## config.mk

```make
export PLATFORM = sky130hd
export DESIGN_NAME = sha1_message_digest_top
export DESIGN_NICKNAME = d
export VERILOG_FILES = /design/src/sv/sha1_pkg.sv /design/src/sv/sha1_round.sv /design/src/sv/sha1_message_digest_top.sv
export VERILOG_INCLUDE_DIRS = /design/src /design/src/sv
export SDC_FILE = /design/constraint.sdc
export NUM_CORES = 2
export LEC_CHECK = 0
export ABC_CLOCK_PERIOD_IN_PS = 12800
export BUFFER_PORTS_ARGS = -buffer_cell sky130_fd_sc_hd__buf_2
export CORE_ASPECT_RATIO = 0.5
export CORE_MARGIN = 2
export CORE_UTILIZATION = 60
export DETAILED_ROUTE_END_ITERATION = 10
export PLACE_DENSITY = 0.76
export SLEW_MARGIN = 20
export SYNTH_ARGS = -nofsm -noshare
export SYNTH_HDL_FRONTEND = slang
export SYNTH_SLANG_ARGS = --single-unit
```

## constraint.sdc

```tcl
create_clock -name i_clk -period 12.8 [get_ports i_clk]
set_clock_uncertainty 0.05 [all_clocks]
set_input_delay 1.28 -clock i_clk [delete_from_list [all_inputs] [get_ports i_clk]]
set_output_delay 1.28 -clock i_clk [all_outputs]
set_load 0.005 [all_outputs]
```

## src/sv/sha1_message_digest_top_macros.svh

```systemverilog
// Assertion macros shared by the SHA-1 RTL.
`ifndef SHA1_MESSAGE_DIGEST_TOP_MACROS_SVH
`define SHA1_MESSAGE_DIGEST_TOP_MACROS_SVH

// Same-cycle implication, disabled during reset.
`define SHA1_ASSERT_NOW(label, ante, cons, msg) \
    label: assert property (@(posedge i_clk) disable iff (!i_rst_n) (ante) |-> (cons)) \
        else $error(msg);

// Next-cycle implication, disabled during reset.
`define SHA1_ASSERT_NEXT(label, ante, cons, msg) \
    label: assert property (@(posedge i_clk) disable iff (!i_rst_n) (ante) |=> (cons)) \
        else $error(msg);

`endif

```

## src/sv/sha1_pkg.sv

```systemverilog
package sha1_pkg;

    typedef logic [31:0] t_word;

    typedef struct packed {
        t_word a;
        t_word b;
        t_word c;
        t_word d;
        t_word e;
    } t_vars;

    localparam int BLOCK_WORDS = 16;
    localparam int LEN_WORD    = 14;
    localparam int ROUNDS      = 80;
    localparam int DIGEST_WORDS = 5;

    localparam int WCNT_W  = $clog2(BLOCK_WORDS + 1);
    localparam int RND_W   = $clog2(ROUNDS);
    localparam int OIDX_W  = $clog2(DIGEST_WORDS);
    localparam int BCNT_W  = 61;

    localparam t_word K0 = 32'h5a827999;
    localparam t_word K1 = 32'h6ed9eba1;
    localparam t_word K2 = 32'h8f1bbcdc;
    localparam t_word K3 = 32'hca62c1d6;

    localparam t_word IV [DIGEST_WORDS] = '{
        32'h67452301, 32'hefcdab89, 32'h98badcfe, 32'h10325476, 32'hc3d2e1f0
    };

    localparam logic [7:0] PAD_BYTE = 8'h80;

endpackage

```

## src/sv/sha1_round.sv

```systemverilog
module sha1_round
    import sha1_pkg::*;
(
    input  t_vars            i_vars,
    input  t_word            i_w,
    input  logic [RND_W-1:0] i_rnd,
    output t_vars            o_vars
);

    t_word f;
    t_word k;
    t_word t;

    always_comb begin
        if (i_rnd < RND_W'(20)) begin
            f = (i_vars.b & i_vars.c) | (~i_vars.b & i_vars.d);
            k = K0;
        end else if (i_rnd < RND_W'(40)) begin
            f = i_vars.b ^ i_vars.c ^ i_vars.d;
            k = K1;
        end else if (i_rnd < RND_W'(60)) begin
            f = (i_vars.b & i_vars.c) | (i_vars.b & i_vars.d) | (i_vars.c & i_vars.d);
            k = K2;
        end else begin
            f = i_vars.b ^ i_vars.c ^ i_vars.d;
            k = K3;
        end
        t = {i_vars.a[26:0], i_vars.a[31:27]} + f + i_vars.e + i_w + k;
        o_vars.a = t;
        o_vars.b = i_vars.a;
        o_vars.c = {i_vars.b[1:0], i_vars.b[31:2]};
        o_vars.d = i_vars.c;
        o_vars.e = i_vars.d;
    end

endmodule

```

## src/sv/sha1_message_digest_top.sv

```systemverilog
// SHA-1 message digest, one message byte per input transaction.
// Input channel s_axis: tuser = 0 carries a message byte in tdata, tuser = 1
// finishes the message (tdata ignored). Output channel m_axis: five digest
// words H0..H4, tlast on H4.
// The byte that completes a 64-byte block holds s_axis_tready low through 80
// rounds through one shared round unit, then the chain update. A finish
// transaction pads the block by word shifts, runs one or two compressions,
// then offers the digest: first word in the cycle after the last chain update,
// one word per cycle while m_axis_tready is high. A stall on m_axis holds the
// current word; no input is taken until all five words have gone out.
// After the fifth word the chain value, length and fill position are back
// at their initial values, ready for the next message.
// Reset (i_rst_n low, synchronous) drops any partial message and digest and
// returns the block to idle with the SHA-1 initial chain value.
module sha1_message_digest_top
    import sha1_pkg::*;
(
    input  logic        i_clk,
    input  logic        i_rst_n,
    input  logic        s_axis_tvalid,
    output logic        s_axis_tready,
    input  logic [7:0]  s_axis_tdata,   // [7:0] data_byte
    input  logic        s_axis_tuser,   // [0] kind
    output logic        m_axis_tvalid,
    input  logic        m_axis_tready,
    output logic [31:0] m_axis_tdata,   // [31:0] digest_word
    output logic        m_axis_tlast
);

    `include "sha1_message_digest_top_macros.svh"

    typedef enum logic [2:0] {
        S_IDLE, S_FILL, S_LEN_HI, S_LEN_LO, S_ROUND, S_ADD, S_OUT
    } t_state;

    t_state              r_state;
    t_word               r_h [DIGEST_WORDS];
    t_word               r_w [BLOCK_WORDS];
    t_word               r_acc;
    logic [1:0]          r_lane;
    logic [WCNT_W-1:0]   r_wcnt;
    logic [BCNT_W-1:0]   r_bytes;
    logic [RND_W-1:0]    r_rnd;
    logic [OIDX_W-1:0]   r_oidx;
    logic                r_fin;
    logic                r_long;
    logic                r_more;
    t_vars               r_v;

    t_vars               n_v;
    t_vars               init_v;
    t_word               byte_word;
    t_word               pad_word;
    t_word               sched_word;
    t_word               sched_word_rot;
    logic [63:0]         bit_len;
    logic                fill_done;
    logic                in_fire;
    logic                out_fire;

    sha1_round u_round (
        .i_vars (r_v),
        .i_w    (r_w[0]),
        .i_rnd  (r_rnd),
        .o_vars (n_v)
    );

    assign init_v     = '{a: r_h[0], b: r_h[1], c: r_h[2], d: r_h[3], e: r_h[4]};
    assign byte_word  = ((r_lane == 2'd0) ? '0 : r_acc)
                        | (32'(s_axis_tdata) << {~r_lane, 3'b000});
    assign pad_word   = ((r_lane == 2'd0) ? '0 : r_acc)
                        | (32'(PAD_BYTE) << {~r_lane, 3'b000});
    assign sched_word = r_w[13] ^ r_w[8] ^ r_w[2] ^ r_w[0];
    assign sched_word_rot = {sched_word[30:0], sched_word[31]};
    assign bit_len    = {r_bytes, 3'b000};
    assign fill_done  = r_long ? (r_wcnt == WCNT_W'(BLOCK_WORDS))
                               : (r_wcnt == WCNT_W'(LEN_WORD));

    assign s_axis_tready = (r_state == S_IDLE);
    assign m_axis_tvalid = (r_state == S_OUT);
    assign m_axis_tdata  = r_h[0];
    assign m_axis_tlast  = (r_oidx == OIDX_W'(DIGEST_WORDS - 1));
    assign in_fire       = s_axis_tvalid && s_axis_tready;
    assign out_fire      = m_axis_tvalid && m_axis_tready;

    always_ff @(posedge i_clk) begin
        if (!i_rst_n) begin
            r_state <= S_IDLE;
            r_h     <= IV;
            r_lane  <= '0;
            r_wcnt  <= '0;
            r_bytes <= '0;
            r_rnd   <= '0;
            r_oidx  <= '0;
            r_fin   <= 1'b0;
            r_long  <= 1'b0;
            r_more  <= 1'b0;
        end else begin
            unique case (r_state)
                S_IDLE: begin
                    if (in_fire && !s_axis_tuser) begin
                        r_bytes <= r_bytes + BCNT_W'(1);
                        r_lane  <= r_lane + 2'd1;
                        r_acc   <= byte_word;
                        if (r_lane == 2'd3) begin
                            for (int j = 0; j < BLOCK_WORDS - 1; j++) r_w[j] <= r_w[j+1];
                            r_w[BLOCK_WORDS-1] <= byte_word;
                            r_wcnt <= r_wcnt + WCNT_W'(1);
                            if (r_wcnt == WCNT_W'(BLOCK_WORDS - 1)) begin
                                r_v     <= init_v;
                                r_rnd   <= '0;
                                r_state <= S_ROUND;
                            end
                        end
                    end else if (in_fire) begin
                        for (int j = 0; j < BLOCK_WORDS - 1; j++) r_w[j] <= r_w[j+1];
                        r_w[BLOCK_WORDS-1] <= pad_word;
                        r_wcnt  <= r_wcnt + WCNT_W'(1);
                        r_lane  <= '0;
                        r_fin   <= 1'b1;
                        r_long  <= (r_wcnt >= WCNT_W'(LEN_WORD));
                        r_state <= S_FILL;
                    end
                end
                S_FILL: begin
                    if (!fill_done) begin
                        for (int j = 0; j < BLOCK_WORDS - 1; j++) r_w[j] <= r_w[j+1];
                        r_w[BLOCK_WORDS-1] <= '0;
                        r_wcnt <= r_wcnt + WCNT_W'(1);
                    end else if (r_long) begin
                        r_long  <= 1'b0;
                        r_more  <= 1'b1;
                        r_v     <= init_v;
                        r_rnd   <= '0;
                        r_state <= S_ROUND;
                    end else begin
                        r_state <= S_LEN_HI;
                    end
                end
                S_LEN_HI: begin
                    for (int j = 0; j < BLOCK_WORDS - 1; j++) r_w[j] <= r_w[j+1];
                    r_w[BLOCK_WORDS-1] <= bit_len[63:32];
                    r_state <= S_LEN_LO;
                end
                S_LEN_LO: begin
                    for (int j = 0; j < BLOCK_WORDS - 1; j++) r_w[j] <= r_w[j+1];
                    r_w[BLOCK_WORDS-1] <= bit_len[31:0];
                    r_v     <= init_v;
                    r_rnd   <= '0;
                    r_state <= S_ROUND;
                end
                S_ROUND: begin
                    for (int j = 0; j < BLOCK_WORDS - 1; j++) r_w[j] <= r_w[j+1];
                    r_w[BLOCK_WORDS-1] <= sched_word_rot;
                    r_v   <= n_v;
                    r_rnd <= r_rnd + RND_W'(1);
                    if (r_rnd == RND_W'(ROUNDS - 1)) begin
                        r_state <= S_ADD;
                    end
                end
                S_ADD: begin
                    r_h[0] <= r_h[0] + r_v.a;
                    r_h[1] <= r_h[1] + r_v.b;
                    r_h[2] <= r_h[2] + r_v.c;
                    r_h[3] <= r_h[3] + r_v.d;
                    r_h[4] <= r_h[4] + r_v.e;
                    r_wcnt <= '0;
                    if (r_more) begin
                        r_more  <= 1'b0;
                        r_state <= S_FILL;
                    end else if (r_fin) begin
                        r_oidx  <= '0;
                        r_state <= S_OUT;
                    end else begin
                        r_state <= S_IDLE;
                    end
                end
                S_OUT: begin
                    if (out_fire) begin
                        if (m_axis_tlast) begin
                            r_h     <= IV;
                            r_bytes <= '0;
                            r_wcnt  <= '0;
                            r_lane  <= '0;
                            r_fin   <= 1'b0;
                            r_state <= S_IDLE;
                        end else begin
                            for (int j = 0; j < DIGEST_WORDS - 1; j++) r_h[j] <= r_h[j+1];
                            r_oidx <= r_oidx + OIDX_W'(1);
                        end
                    end
                end
                default: r_state <= S_IDLE;
            endcase
        end
    end

    `SHA1_ASSERT_NOW(a_no_overlap, 1'b1, !(s_axis_tready && m_axis_tvalid),
        "input taken while digest pending")
    `SHA1_ASSERT_NOW(a_wcnt_range, 1'b1, r_wcnt <= WCNT_W'(BLOCK_WORDS),
        "word count past block size")
    `SHA1_ASSERT_NEXT(a_round_exit, (r_state == S_ROUND) && (r_rnd == RND_W'(ROUNDS - 1)),
        r_state == S_ADD, "compression did not end after last round")
    `SHA1_ASSERT_NEXT(a_restart, m_axis_tvalid && m_axis_tready && m_axis_tlast,
        s_axis_tready && (r_bytes == '0) && (r_h[0] == IV[0]),
        "state not restored after digest")

endmodule
```

Yosys cells after proc, flatten, opt, wreduce, memory -nomap -nowiden
Memories as Yosys holds them, arrays and structs flattened.
Cells that the tools add are included.
{"block": "word_totals", "regBits": 436, "ram_bits": 512, "output_inout_bits": 35, "mem_count": 1}
{"block": "classes", "addsub": 14, "n_lt_le_gt_ge": 4, "n_eq_ne": 29, "n_shift": 2, "muxes": 172, "bitwise": 96, "reduce_logical": 25}
{"memory": "r_w", "depth": 16, "word_bits": 32, "rd": 16, "rd_ports_with_merged_regs": 0, "write_ports": 16, "line_no": "sha1_message_digest_top.sv:38", "rtl": "t_word r_w [BLOCK_WORDS];"}
{"operator": "32-bit 2-to-1 mux", "count": 87}
{"operator": "160-bit 2-to-1 mux", "count": 6}
{"operator": "160-bit case mux with 4 select lines", "count": 1}
{"operator": "160-bit case mux with 2 select lines", "count": 1}
{"operator": "32-bit adder", "count": 9}
{"operator": "61-bit 2-to-1 mux", "count": 3}
{"operator": "32-bit bitwise OR", "count": 5}
{"operator": "32-bit XOR", "count": 5}
{"operator": "32-bit AND", "count": 4}
{"operator": "128-bit 2-to-1 mux", "count": 1}
{"operator": "61-bit case mux with 2 select lines", "count": 1}
{"operator": "1-bit bitwise OR", "count": 80}
{"operator": "61-bit by 1-bit adder with 61-bit output, second input constant", "count": 1}
{"operator": "3-bit 2-to-1 mux", "count": 15}
{"operator": "7-bit 2-to-1 mux", "count": 5}
{"operator": "1-bit 2-to-1 mux", "count": 33}
{"operator": "32-bit NOT", "count": 1}
{"operator": "8-bit by 5-bit left shift with 32-bit output", "count": 1}
{"operator": "8-bit by 5-bit left shift with 32-bit output, first input constant", "count": 1}
{"operator": "31-bit 2-to-1 mux", "count": 1}
{"operator": "5-bit 2-to-1 mux", "count": 6}
{"operator": "7-bit case mux with 4 select lines", "count": 1}
{"operator": "3-bit case mux with 7 select lines", "count": 1}
{"operator": "5-bit case mux with 4 select lines", "count": 1}
{"operator": "35 further kinds", "count": 72}

Depth between registers and ports, before layout
{"block": "logic_depth", "depth_word": 12, "ltp_mapped": 23}

Hierarchy
Synthesis repeated with hierarchy kept, for this count alone.
{"block": "hier_totals", "cells_unflattened": 4635, "area_unflattened_um2": 51329.2}
{"mod": "sha1_message_digest_top", "instances": 1, "cells_each": 3859, "area_each_um2": 44793.0, "seq_area_each_um2": 26025.0}
{"mod": "sha1_round", "instances": 1, "cells_each": 776, "area_each_um2": 6536.3, "seq_area_each_um2": 0.0}

Worst setup path before layout
OpenSTA, ideal clock, no wires.
{"block": "synth_timing", "path_kind": "input to register", "from": "input port s_axis_tvalid", "to": "register r_v[0] (netlist bit) (enable)", "setup_time_ps": 682, "arrival_time_ps": 8555, "t_required_ps": 12068, "setup_slack_ps": 3513, "path_stages": 5, "cell_sequence": "nand2_2 nor2_1 a31oi_1 o31a_1 nor2_1"}
{"block": "synth_between", "elab_chain_len": 4}
{"element": "start, declared", "line_no": "sha1_message_digest_top.sv:20", "rtl": "input logic s_axis_tvalid,"}
{"element": "1-bit logical AND", "line_no": "sha1_message_digest_top.sv:83", "rtl": "assign in_fire = s_axis_tvalid && s_axis_tready;"}
{"element": "1-bit logical AND", "line_no": "sha1_message_digest_top.sv:101", "rtl": "if (in_fire && !s_axis_tuser) begin"}
{"element": "2-bit by 1-bit inequality test with 1-bit output (no source line)"}
{"element": "7-bit AND reduction (no source line)"}
{"element": "end signal, assigned", "line_no": "sha1_message_digest_top.sv:110", "rtl": "r_v <= init_v;"}
{"element": "end signal, assigned", "line_no": "sha1_message_digest_top.sv:133", "rtl": "r_v <= init_v;"}
{"element": "end signal, assigned", "line_no": "sha1_message_digest_top.sv:148", "rtl": "r_v <= init_v;"}
{"element": "end, declared", "line_no": "sha1_message_digest_top.sv:48", "rtl": "t_vars r_v;"}
No other way between the ends.
A chain may end at the register's enable or synchronous reset.

Worst setup path in the final report
{"block": "layout_timing", "from": "register r_rnd[4]", "to": "register r_v[157] (netlist bit), data pin"}
{"block": "layout_between", "elab_chain_len": 9}
{"element": "start, declared", "line_no": "sha1_message_digest_top.sv:43", "rtl": "logic [RND_W-1:0] r_rnd;"}
{"element": "start signal, assigned", "line_no": "sha1_message_digest_top.sv:156", "rtl": "r_rnd <= r_rnd + RND_W'(1);"}
{"element": "7-bit by 6-bit less-than comparator with 1-bit output", "line_no": "sha1_round.sv:21", "rtl": "end else if (i_rnd < RND_W'(60)) begin"}
{"element": "32-bit 2-to-1 mux", "line_no": "sha1_round.sv:21"}
{"element": "32-bit 2-to-1 mux", "line_no": "sha1_round.sv:18", "rtl": "end else if (i_rnd < RND_W'(40)) begin"}
{"element": "32-bit 2-to-1 mux", "line_no": "sha1_round.sv:15", "rtl": "if (i_rnd < RND_W'(20)) begin"}
{"element": "32-bit adder (3 in a row)", "line_no": "sha1_round.sv:28", "rtl": "t = {i_vars.a[26:0], i_vars.a[31:27]} + f + i_vars.e + i_w + k;"}
{"element": "32-bit adder (*)", "line_no": "sha1_round.sv:28"}
{"element": "160-bit case mux with 4 select lines (*)", "line_no": "sha1_message_digest_top.sv:99", "rtl": "unique case (r_state)"}
Every way passes the cells marked *; elsewhere a longest branch is shown, timed or not.

==> reports/results.ini <==
[route]
wl_per_cell_um = 25.9
drtIter0Drc = 5396
avgViaCountPerCell = 6.43
drt_drc_violations_left = 0
postRouteAntennaNets = 0
route.vias.total = 36500
totalWireLength_mm = 147
drt_pass1_iterations = 8

[floorplan]
coreArea_um2 = 82100
design.die.area_um2 = 85900
die_width_um = 412
core.rowCount = 74
initial_core_util = 0.609
boundaryPins = 48
die_h_um = 208

[yosys]
synth_largest_type_area_fraction = 0.422
netlist_top_cells_count = 704 x sky130_fd_sc_hd__edfxtp_1, 538 x sky130_fd_sc_hd__nand2_1, 393 x sky130_fd_sc_hd__clkbuf_1
synth_cell_type_count = 86
ys.warnings.count = 0
post-synth-top-count-cell = sky130_fd_sc_hd__edfxtp_1
synth_nets = 5106
synth_seq_area_share = 0.520
ys.flop_type = sky130_fd_sc_hd__edfxtp_1
ys_ff_latch = 948
synthTopCellsByArea = sky130_fd_sc_hd__edfxtp_1 42%, sky130_fd_sc_hd__dfxtp_1 9.8%, sky130_fd_sc_hd__ha_1 5.3%
netlist.top_cell.by_area = sky130_fd_sc_hd__edfxtp_1
post_synth_instance_area_um2 = 50100
async_flop_share = 0
number_of_synthesized_flops_with_an_enable_pin = 704
post_synth.cell_area_avg_um2 = 10.5
syn_inst = 4765

[critical_path]
worstSetupStartpoint = r_rnd[4]
worstRegToRegCells = 21
required_ns = 13.20
setup.worst_path.end_class = flip-flop
startpoint_type_of_the_worst_setup_path = flip-flop
worstPathArrival_ns = 6.42
timing_worst_setup_path_type = flip-flop to flip-flop
rr_startpoint = r_rnd[4]
critPathMaxFanout = 17

[place]
gp_routability_congestion = 1.03
port_buffers = 47
place_worst_setup_slack_ns = 6.86
post_dp_cell_area_um2 = 50300
total_instance_count_after_detailed_placement = 5515
place_hpwl_mm = 102

[final_layout]
flow.area_growth_from_synthesis_pct = 6.31
design_area_um2 = 53200
final_net_count = 4842
final-instance-count-excl-fill = 5677
drive_above_1_share = 0.0575

[cts]
cts_made_buffers = 84
cts_tree = yes
clk_root_buffer_cell = sky130_fd_sc_hd__clkbuf_16
clock_path_buffers = 3
ctsHoldBuffers = 0
numClockSinks = 948
clock_insertion_delay_worst_skew_ns = 0.71
cts_repair_resize_count = 0
cts-htree-levels = 3
cts.repair_timing.setup_buffer_count = 0
clk_pin_slew_ns = 0.07

[run]
max-cap-violations = 0

[sta]
total_setup_violations_reported_at_the_end_of_the_flow = 0
totalNegativeSetupSlack_ns = 0
max_slew_margin = 0.252
report.final.hold_viol_count = 0
period_share = 0.470
final.min_clock_period_ns = 6.02
report.final.slew_viol_count = 0
final_critical_path_setup_slack_ns = 6.78
maxClockFrequency_mhz = 166
grt_setup_unrepaired = no
worstMarginPinSlew_ns = 1.12

[global_routing]
first_global_vias = 34000
maximum_number_of_pins_on_one_net_before_global_route_repair = 175
grt_pass1_wl_mm = 217
antenna_found_initial = 3
grt.overflow.total = 0
grt_util_all_layers = 0.340

[pwr]
cellLeakagePower_nw = 20.9
power.density_cell_area_nw_per_um2 = 239
worst_ir_drop_vdd_v = 0.000188

[hold_path]
hold_start = r_w[0][503]
timing.hold.worst_path_depth = 0
timing.hold.worst.class = flip-flop to flip-flop

[status]
run_status = finished, final reports clean

==> metrics by stage <==
step | power, mW | hold WS, ns | util
final | 12.7 | 0.343 | 0.648
after detailed placement | 9.98 | 0.355 | 0.613
after global routing | 13.4 | 0.343 | 0.648
after global placement | 9.90 | 0.350 | 0.613
after CTS | 12.6 | 0.341 | 0.647
after floorplan | 8.65 | 0.350 | -
==> flip-flops by register name, summed over array words and instances, names as in the netlist, 2 cells and up <==
| signal | cells |
|---|---|
| r_w | 512 |
| r_oidx | 3 |
| r_v | 160 |
| r_rnd | 7 |
| r_state | 3 |
| r_acc | 32 |
| r_wcnt | 5 |
| m_axis_tdata | 32 |
| r_lane | 2 |
| r_bytes | 61 |
| init_v | 128 |
==> final cells by class <==
cell class / instances / area (µm²)
Timing Repair Buffer: 88 / 623
Clock inverter: 43 / 484
Tap cell: 1102 / 1380
Multi-Input combinational cell: 3079 / 21200
Clock buffer: 115 / 2330
Antenna cell: 2 / 5.00
Inverter: 300 / 1130
Fill cell: 6111 / 28900
Sequential cell: 948 / 26000
==> layer usage <==
metal,track usage,vias up,wire [µm]
li1,-,16200,-
met1,0.522,17800,62500
met2,0.464,2319,59800
met3,0.100,240,20700
met4,0.0917,2,3800
met5,0,-,8
==> worst paths after layout <==
kind | endpoint | slack [ns]
max | r_v[157] | 6.78
min | r_w[0][471] | 0.34
max reg2reg | r_v[157] | 6.78
min reg2reg | r_w[0][471] | 0.34
==> layout by cell type, fill, tap and decap left out, types with 11 or more instances in the layout <==
cell type                   netlist  routed
sky130_fd_sc_hd__clkinv_2         0      13
sky130_fd_sc_hd__xor2_1         123     123
sky130_fd_sc_hd__o311ai_0        18      18
sky130_fd_sc_hd__o21bai_1        21      21
sky130_fd_sc_hd__nand2_1        538     536
sky130_fd_sc_hd__clkbuf_16        0      86
sky130_fd_sc_hd__o21ai_0        273     273
sky130_fd_sc_hd__clkbuf_1       393      22
sky130_fd_sc_hd__a211o_1         11      11
sky130_fd_sc_hd__buf_2            4      46
sky130_fd_sc_hd__or3_1           32      32
sky130_fd_sc_hd__o211ai_1        20      20
sky130_fd_sc_hd__and2_1          14      14
sky130_fd_sc_hd__nand3_1         94      94
sky130_fd_sc_hd__o221ai_1        27      27
sky130_fd_sc_hd__a21o_1         122     122
sky130_fd_sc_hd__fa_1           117     117
sky130_fd_sc_hd__mux2i_1         36      36
sky130_fd_sc_hd__xnor2_1        191     191
sky130_fd_sc_hd__inv_1          295     295
sky130_fd_sc_hd__nand2b_1        42      35
sky130_fd_sc_hd__buf_4           33      36
sky130_fd_sc_hd__a211oi_1        23      23
sky130_fd_sc_hd__nor3_1          65      65
sky130_fd_sc_hd__ha_1           211     211
sky130_fd_sc_hd__dfxtp_1        244     244
sky130_fd_sc_hd__nor2_1         344     339
sky130_fd_sc_hd__a31oi_1         33      33
sky130_fd_sc_hd__and3_1          40      40
sky130_fd_sc_hd__nor2b_1         68      67
sky130_fd_sc_hd__edfxtp_1       704     704
sky130_fd_sc_hd__a221oi_1        50      50
sky130_fd_sc_hd__a22oi_1         37      37
sky130_fd_sc_hd__o21a_1          34      33
sky130_fd_sc_hd__a21oi_1        262     262
sky130_fd_sc_hd__nand4_1         26      26
sky130_fd_sc_hd__o22ai_1         28      28
sky130_fd_sc_hd__a221o_1         39      39
==> power breakdown <==
group	internal [mW]	switching [mW]	leakage, nW
clock network	1.39	1.22	1.36
logic	1.85	3.27	11.1
registers	4.47	0.506	8.47
total	7.71	5.00	20.9
==> cells by family (layout without fill, tap and decap cells) <==
logic type | count (synthesis) | count (layout) | share of synthesized area
simple gates | 1311 | 1311 | 0.118
compound gates | 1087 | 1087 | 0.142
flops | 948 | 948 | 0.520
buf+inv | 738 | 546 | 0.0581
fa+ha+maj | 328 | 328 | 0.0995
xor+xnor | 314 | 314 | 0.0549
mux | 39 | 39 | 0.00787
other cells | 0 | 2 | 0
==> worst max-delay path, stage by stage, from the launching register on <==
cell                       delay, ns
sky130_fd_sc_hd__dfxtp_1        0.37
sky130_fd_sc_hd__and3_1         0.21
sky130_fd_sc_hd__or3_1          0.36
sky130_fd_sc_hd__nand2_1        0.07
sky130_fd_sc_hd__buf_4          0.26
sky130_fd_sc_hd__inv_1          0.25
sky130_fd_sc_hd__buf_4          0.28
sky130_fd_sc_hd__a221oi_1       0.44
sky130_fd_sc_hd__fa_1           0.49
sky130_fd_sc_hd__inv_1          0.07
sky130_fd_sc_hd__ha_1           0.27
sky130_fd_sc_hd__a21o_1         0.18
sky130_fd_sc_hd__a21o_1         0.18
sky130_fd_sc_hd__a21oi_1        0.22
sky130_fd_sc_hd__o21ai_0        0.16
sky130_fd_sc_hd__a2111o_1       0.42
sky130_fd_sc_hd__a31oi_1        0.29
sky130_fd_sc_hd__o21ai_1        0.17
sky130_fd_sc_hd__a21o_1         0.26
sky130_fd_sc_hd__a221oi_1       0.32
sky130_fd_sc_hd__nor3_1         0.09
sky130_fd_sc_hd__or3_1          0.36
No activity file was read; power rests on OpenSTA's default activity.
